File: src/sv/fdm_pkg.sv
// ----------------------------------------------------------------------------
// fdm_pkg: shared types and constants
// Sizes, operation and result codes, chain commands and the sigmoid table.
// ----------------------------------------------------------------------------
package fdm_pkg;

    localparam int DISPLAY_ROWS = 32;
    localparam int DISPLAY_COLS = 64;
    localparam int HIDDEN_UNITS = 32;
    localparam int OUTPUT_UNITS = 1;
    localparam int WEIGHT_BITS  = 16;

    localparam int KEEP_BITS = (WEIGHT_BITS < 16) ? WEIGHT_BITS : 16;
    localparam int PIXELS    = DISPLAY_ROWS * DISPLAY_COLS;
    localparam int PIX_AW    = $clog2(PIXELS);
    localparam int W1_DEPTH  = HIDDEN_UNITS * PIXELS;
    localparam int W1_AW     = $clog2(W1_DEPTH);
    localparam int W2_DEPTH  = OUTPUT_UNITS * HIDDEN_UNITS;
    localparam int W2_AW     = $clog2(W2_DEPTH);
    localparam int HC_W      = $clog2(HIDDEN_UNITS + 1);
    localparam int OC_W      = $clog2(OUTPUT_UNITS + 1);
    localparam int SUM_W     = 32;

    typedef enum logic [1:0] {
        OP_W1    = 2'd0,
        OP_W2    = 2'd1,
        OP_PIXEL = 2'd2
    } t_op;

    typedef enum logic [1:0] {
        KIND_DIFF   = 2'd0,
        KIND_HIDDEN = 2'd1,
        KIND_OUTPUT = 2'd2
    } t_kind;

    typedef enum logic [2:0] {
        CH_HOLD,
        CH_ADD,
        CH_SUB,
        CH_RELU,
        CH_ROT,
        CH_CLEAR
    } t_chain_op;

    typedef enum logic [3:0] {
        ST_IDLE,
        ST_DIFF,
        ST_ACC,
        ST_HID,
        ST_L2,
        ST_ABS,
        ST_RND,
        ST_TAB,
        ST_MUL,
        ST_OUT
    } t_state;

    // round(65536 * sigmoid(k/2))
    function automatic logic [16:0] sig_lut(input logic [4:0] k);
        logic [16:0] r;
        unique case (k)
            5'd0:    r = 17'd32768;
            5'd1:    r = 17'd40793;
            5'd2:    r = 17'd47911;
            5'd3:    r = 17'd53581;
            5'd4:    r = 17'd57724;
            5'd5:    r = 17'd60565;
            5'd6:    r = 17'd62428;
            5'd7:    r = 17'd63615;
            5'd8:    r = 17'd64357;
            5'd9:    r = 17'd64816;
            5'd10:   r = 17'd65097;
            5'd11:   r = 17'd65269;
            5'd12:   r = 17'd65374;
            5'd13:   r = 17'd65438;
            5'd14:   r = 17'd65476;
            5'd15:   r = 17'd65500;
            default: r = 17'd65514;
        endcase
        return r;
    endfunction

endpackage

File: src/sv/fdm_cell.sv
// ----------------------------------------------------------------------------
// fdm_cell: one hidden accumulator cell
// Holds one hidden sum and takes i_d on a shift (its neighbor's sum, or the updated head at the tail).
// ----------------------------------------------------------------------------
module fdm_cell
    import fdm_pkg::*;
(
    input  logic                    i_clk,
    input  logic                    i_rst_n,
    input  logic                    i_shift,
    input  logic                    i_clear,
    input  logic signed [SUM_W-1:0] i_d,
    output logic signed [SUM_W-1:0] o_q
);

    logic signed [SUM_W-1:0] r_q;

    // sum register, zero after reset and at frame end
    always_ff @(posedge i_clk) begin
        if (!i_rst_n || i_clear) begin
            r_q <= '0;
        end else if (i_shift) begin
            r_q <= i_d;
        end
    end

    assign o_q = r_q;

endmodule

File: src/sv/fdm_chain.sv
// ----------------------------------------------------------------------------
// fdm_chain: rotating row of hidden accumulator cells
// The head sum is updated (add, subtract, relu or plain) and fed to the tail, or the row holds or clears.
// ----------------------------------------------------------------------------
module fdm_chain
    import fdm_pkg::*;
(
    input  logic                        i_clk,
    input  logic                        i_rst_n,
    input  t_chain_op                   i_op,
    input  logic signed [KEEP_BITS-1:0] i_weight,
    output logic signed [SUM_W-1:0]     o_head
);

    logic signed [SUM_W-1:0] cell_q [HIDDEN_UNITS];
    logic signed [SUM_W-1:0] cell_d [HIDDEN_UNITS];
    logic signed [SUM_W:0]   wide;
    logic signed [SUM_W-1:0] feed;
    logic                    shift;
    logic                    clear;

    // head update with saturation
    always_comb begin
        wide  = '0;
        feed  = cell_q[0];
        shift = 1'b1;
        clear = 1'b0;
        unique case (i_op)
            CH_ADD:   wide = (SUM_W+1)'(cell_q[0]) + (SUM_W+1)'(i_weight);
            CH_SUB:   wide = (SUM_W+1)'(cell_q[0]) - (SUM_W+1)'(i_weight);
            CH_RELU:  feed = cell_q[0][SUM_W-1] ? '0 : cell_q[0];
            CH_ROT:   feed = cell_q[0];
            CH_CLEAR: begin
                shift = 1'b0;
                clear = 1'b1;
            end
            default:  shift = 1'b0;
        endcase
        if (i_op == CH_ADD || i_op == CH_SUB) begin
            if (wide[SUM_W] != wide[SUM_W-1]) begin
                feed = wide[SUM_W] ? {1'b1, {(SUM_W-1){1'b0}}} : {1'b0, {(SUM_W-1){1'b1}}};
            end else begin
                feed = wide[SUM_W-1:0];
            end
        end
    end

    // neighbor links
    always_comb begin
        for (int k = 0; k < HIDDEN_UNITS - 1; k++) begin
            cell_d[k] = cell_q[k+1];
        end
        cell_d[HIDDEN_UNITS-1] = feed;
    end

    for (genvar g = 0; g < HIDDEN_UNITS; g++) begin : g_cell
        fdm_cell u_cell (
            .i_clk   (i_clk),
            .i_rst_n (i_rst_n),
            .i_shift (shift),
            .i_clear (clear),
            .i_d     (cell_d[g]),
            .o_q     (cell_q[g])
        );
    end

    assign o_head = cell_q[0];

endmodule
File: config.mk
export PLATFORM = sky130hd
export DESIGN_NAME = fdm_chain
export DESIGN_NICKNAME = d
export VERILOG_FILES = /design/src/sv/fdm_pkg.sv /design/src/sv/fdm_cell.sv /design/src/sv/fdm_chain.sv
export SDC_FILE = /design/constraint.sdc
export NUM_CORES = 2
export LEC_CHECK = 0
export BUFFER_PORTS_ARGS = -buffer_cell sky130_fd_sc_hd__buf_2
export CAP_MARGIN = 5
export CORE_AREA = 2 2 229 287
export CTS_CLUSTER_SIZE = 10
export DETAILED_ROUTE_END_ITERATION = 8
export DIE_AREA = 0 0 231 289
export PLACE_DENSITY = 0.87
export SKIP_CTS_REPAIR_TIMING = 1
export SKIP_LAST_GASP = 1
export SLEW_MARGIN = 15
export SYNTH_ARGS = -nofsm -noshare
export SYNTH_HDL_FRONTEND = slang
export SYNTH_SLANG_ARGS = --single-unit
export TNS_END_PERCENT = 1
File: constraint.sdc
create_clock -name i_clk -period 6.3 [get_ports i_clk]
set_input_delay 0.63 -clock i_clk [delete_from_list [all_inputs] [get_ports i_clk]]
set_output_delay 0.63 -clock i_clk [all_outputs]
set_load 0.005 [all_outputs]
==> qor.yml <==
outcome: "complete, no violations"
hold_viol_final: 0
detailroute.via_count: 30200
critPathCaptureType: "register"
yosys-top-cells-area: "dfxtp_1 55%, nand2_1 20%, a21oi_1 14%, clkbuf_1 3.2%, ha_1 1.2%"
grt_pass1_vias: 27700
clock_latency_ns: 0.66
postSynthRegisterBits: 1024
synth-edff-count: 0
final_net_count: 4739
number_of_antenna_violations_at_the_first_check_in_global_routing: 0
largest_register_ff_count: 1024
r2r.worst_path.cells: 13
min_path_cells: 3
floorplan.die_area_sq_um: 66800
critical_path_buf_inv_count: 3
synth_top_cell_area_share_pct: 54.7
route.detailed.wl_per_inst_um: 14.0
drv.max_cap_violation_count: 0
worstReg2RegEnd: "g_cell[31].u_cell.o_q[20]"
grt_max_degree: 255
finalWirelength_um: 77300
synthesis.instances: 4842
worst-endpoint-required_ns: 6.85
drive_above_1_share_pct: 5.03
worstPathMaxFanout: 28
leakagePower_nw: 13.1
clock_tree.root_cell: "clkbuf_16"
layout_commonest_cell: "nand2_1"
track_usage_pct: 22.7
rsz0062_at_grt: "no"
most_used_flip_flop_cell_after_synthesis: "dfxtp_1"
drt_iter0_drc: 2543
reg2reg_slack_ns: 2.04
viasPerCell: 5.46
timing_worst_slew_pin_value_ns: 1.10
setup_total_negative_slack_ns: 0
fp.coreArea_sq_um: 64000
floorplan.initialDensity_pct: 58.6
finalClockSkew_ns: 0.0416
holdPathEnd: "g_cell[31].u_cell.o_q[31]"
preCtsSetupSlack_ns: 0.941
finalWorstSetupSlack_ns: 1.57
finalCriticalPeriod_ns: 4.73
tritoncts.num_buffers: 112
syn-cell-area_sq_um: 37500
cts_max_level: 3
yosysSeqAreaShare_pct: 54.7
timing.fmax_ghz: 0.212
detail-route-antenna-nets: 0
number_of_pins_with_negative_max_slew_slack_in_the_final_report: 0
wire_length_of_the_first_global_routing_pass_um: 129000
hold_path_class: "input pin to register"
overflow: 0
critPathSlowestCell: "o21a_2"
die_height_um: 289
hpwlAfterDp_um: 44700
cp_top_family: "compound AO/OA/AOI/OAI gates"
crit_path_start_kind: "input pin"
cts_tree: "built"
drt_pass1_iterations: 7
die_w_um: 231
rows: 104
cts_max_path_buffers: 3
synth_async_sr_flop_share_pct: 0
slowest_delay_ns: 0.70
powerDensity_nw_per_um2: 313
max-vdd-ir-drop_uv: 260
post-route-period-util_pct: 75.0
synth_largest_area_cell: "dfxtp_1"
worstHoldStart: "i_rst_n"
synth_cell_type_count: 63
final-setup-viol-count: 0
drcViolationCount: 0
mappedNetlistNets: 4899
antenna_cells: 0
critical_path.cell_chain: "buf_2 -> nor3_1 -> nand2b_1 -> nor4_1 -> buf_4 -> and2_1 -> nand3_1 -> ha_1 -> nand2_1 -> o21ai_0 -> ha_1 -> a21o_1 -> a21o_1 -> a21oi_1 -> o221a_2 -> o21ai_0 -> o31ai_1 -> o21a_2 -> buf_4 -> a211oi_2 -> o31ai_1"
slew_headroom_pct: 26.9
yosys_warnings: 0
final_cell_mix: "2027 x nand2_1, 1079 x a21oi_1, 1024 x dfxtp_1"
gpl.final_weighted_congestion: 0.869
io_buffer_count: 52
synthToLayoutAreaGrowth_pct: 8.97
pin_count: 53
numClockSinks: 1024
cp_data_arrival_time_ns: 5.28
critical_path_start_end_classification: "input pin to register"
regToRegStartpoint: "g_cell[0].u_cell.o_q[0]"
syn-mean-instance-area_sq_um: 7.75
worst_setup_hold_path_clk_slew_ns: 0.07
==> cell usage after synthesis (all sizes together), types with 3 or more instances <==
cell and count:
o211ai 7, xnor2 33, dfxtp 1024, clkbuf 325, nand2b 9, o21ai 33, buf 40, nor2b 4
xor2 12, and3 6, a211oi 21, o21a 3, or3 4, nand3 20, a22oi 10, ha 35
a211o 3, o31ai 19, a21oi 1080, nand2 2028, and2 3, nor4 4, nor3 13, nor2 30
a21o 10, nor3b 3, inv 20, a31oi 7
==> through the flow <==
step	utilization [%]	power (mW)	std cells	cell area (sq um)	hold WS, ns
after detailed placement	59.2	7.40	5416	37900	0.441
final	63.8	12.8	5536	40900	0.291
after global placement	59.2	7.41	5416	37900	0.436
after global routing	63.8	13.2	5536	40900	0.300
after CTS	63.8	12.9	5536	40900	0.269
after floorplan	-	7.24	4842	37500	0.425
==> metal layers <==
metal | track usage [%] | vias to the layer above | share of wire (%)
met1 | 29.4 | 14300 | 45
met3 | 2.92 | 100 | 3.4
met2 | 39.3 | 480 | 50
met5 | 0 | - | 0
met4 | 7.27 | 0 | 2.2
li1 | - | 15400 | -
==> power breakdown <==
group / leakage (nW) / internal [mW] / switching, mW
Clock: 1.45 / 3.18 / 2.35
Combinational: 3.43 / 0.123 / 0.636
Sequential: 8.25 / 6.50 / 0.0135
==> worst min-delay path, delay by kind of cell <==
family                 cells  cell delay, ns
AND/OR/NAND/NOR            1            0.05
AO/OA/AOI/OAI              1            0.08
buffers and inverters      1            0.13
==> area by class of cell <==
cell class / count / area [sq um]
Clock buffer: 113 / 2820
Clock inverter: 7 / 154
Fill cell: 5167 / 23100
Inverter: 20 / 75.1
Multi-Input combinational cell: 3433 / 15500
Sequential cell: 1024 / 20500
Tap cell: 848 / 1060
Timing Repair Buffer: 91 / 716
==> how the worst max path moves through the flow <==
stage / startpoint / endpoint / slack [ns] / cells after the start
floorplan: i_weight[3] / g_cell[31].u_cell.o_q[22] / 1.65 / 19
global placement: i_weight[3] / g_cell[31].u_cell.o_q[20] / 1.01 / 21
detailed placement: i_weight[3] / g_cell[31].u_cell.o_q[27] / 0.94 / 21
CTS: i_weight[3] / g_cell[31].u_cell.o_q[20] / 1.62 / 21
global route: i_weight[3] / g_cell[31].u_cell.o_q[20] / 1.10 / 20
finish: i_weight[3] / g_cell[31].u_cell.o_q[20] / 1.57 / 21
==> cells by family after synthesis <==
| kind of cell | count (synthesis) | synth area share [%] |
|---|---|---|
| AO/OA/AOI/OAI | 1219 | 17.3 |
| XOR/XNOR | 45 | 1.05 |
| adder cells (fa/ha/maj) | 36 | 1.22 |
| buffers and inverters | 385 | 3.98 |
| flip-flops | 1024 | 54.7 |
| multiplexers | 2 | 0.0534 |
| AND/OR/NAND/NOR | 2131 | 21.8 |
Power figures use the tool's default switching activity.
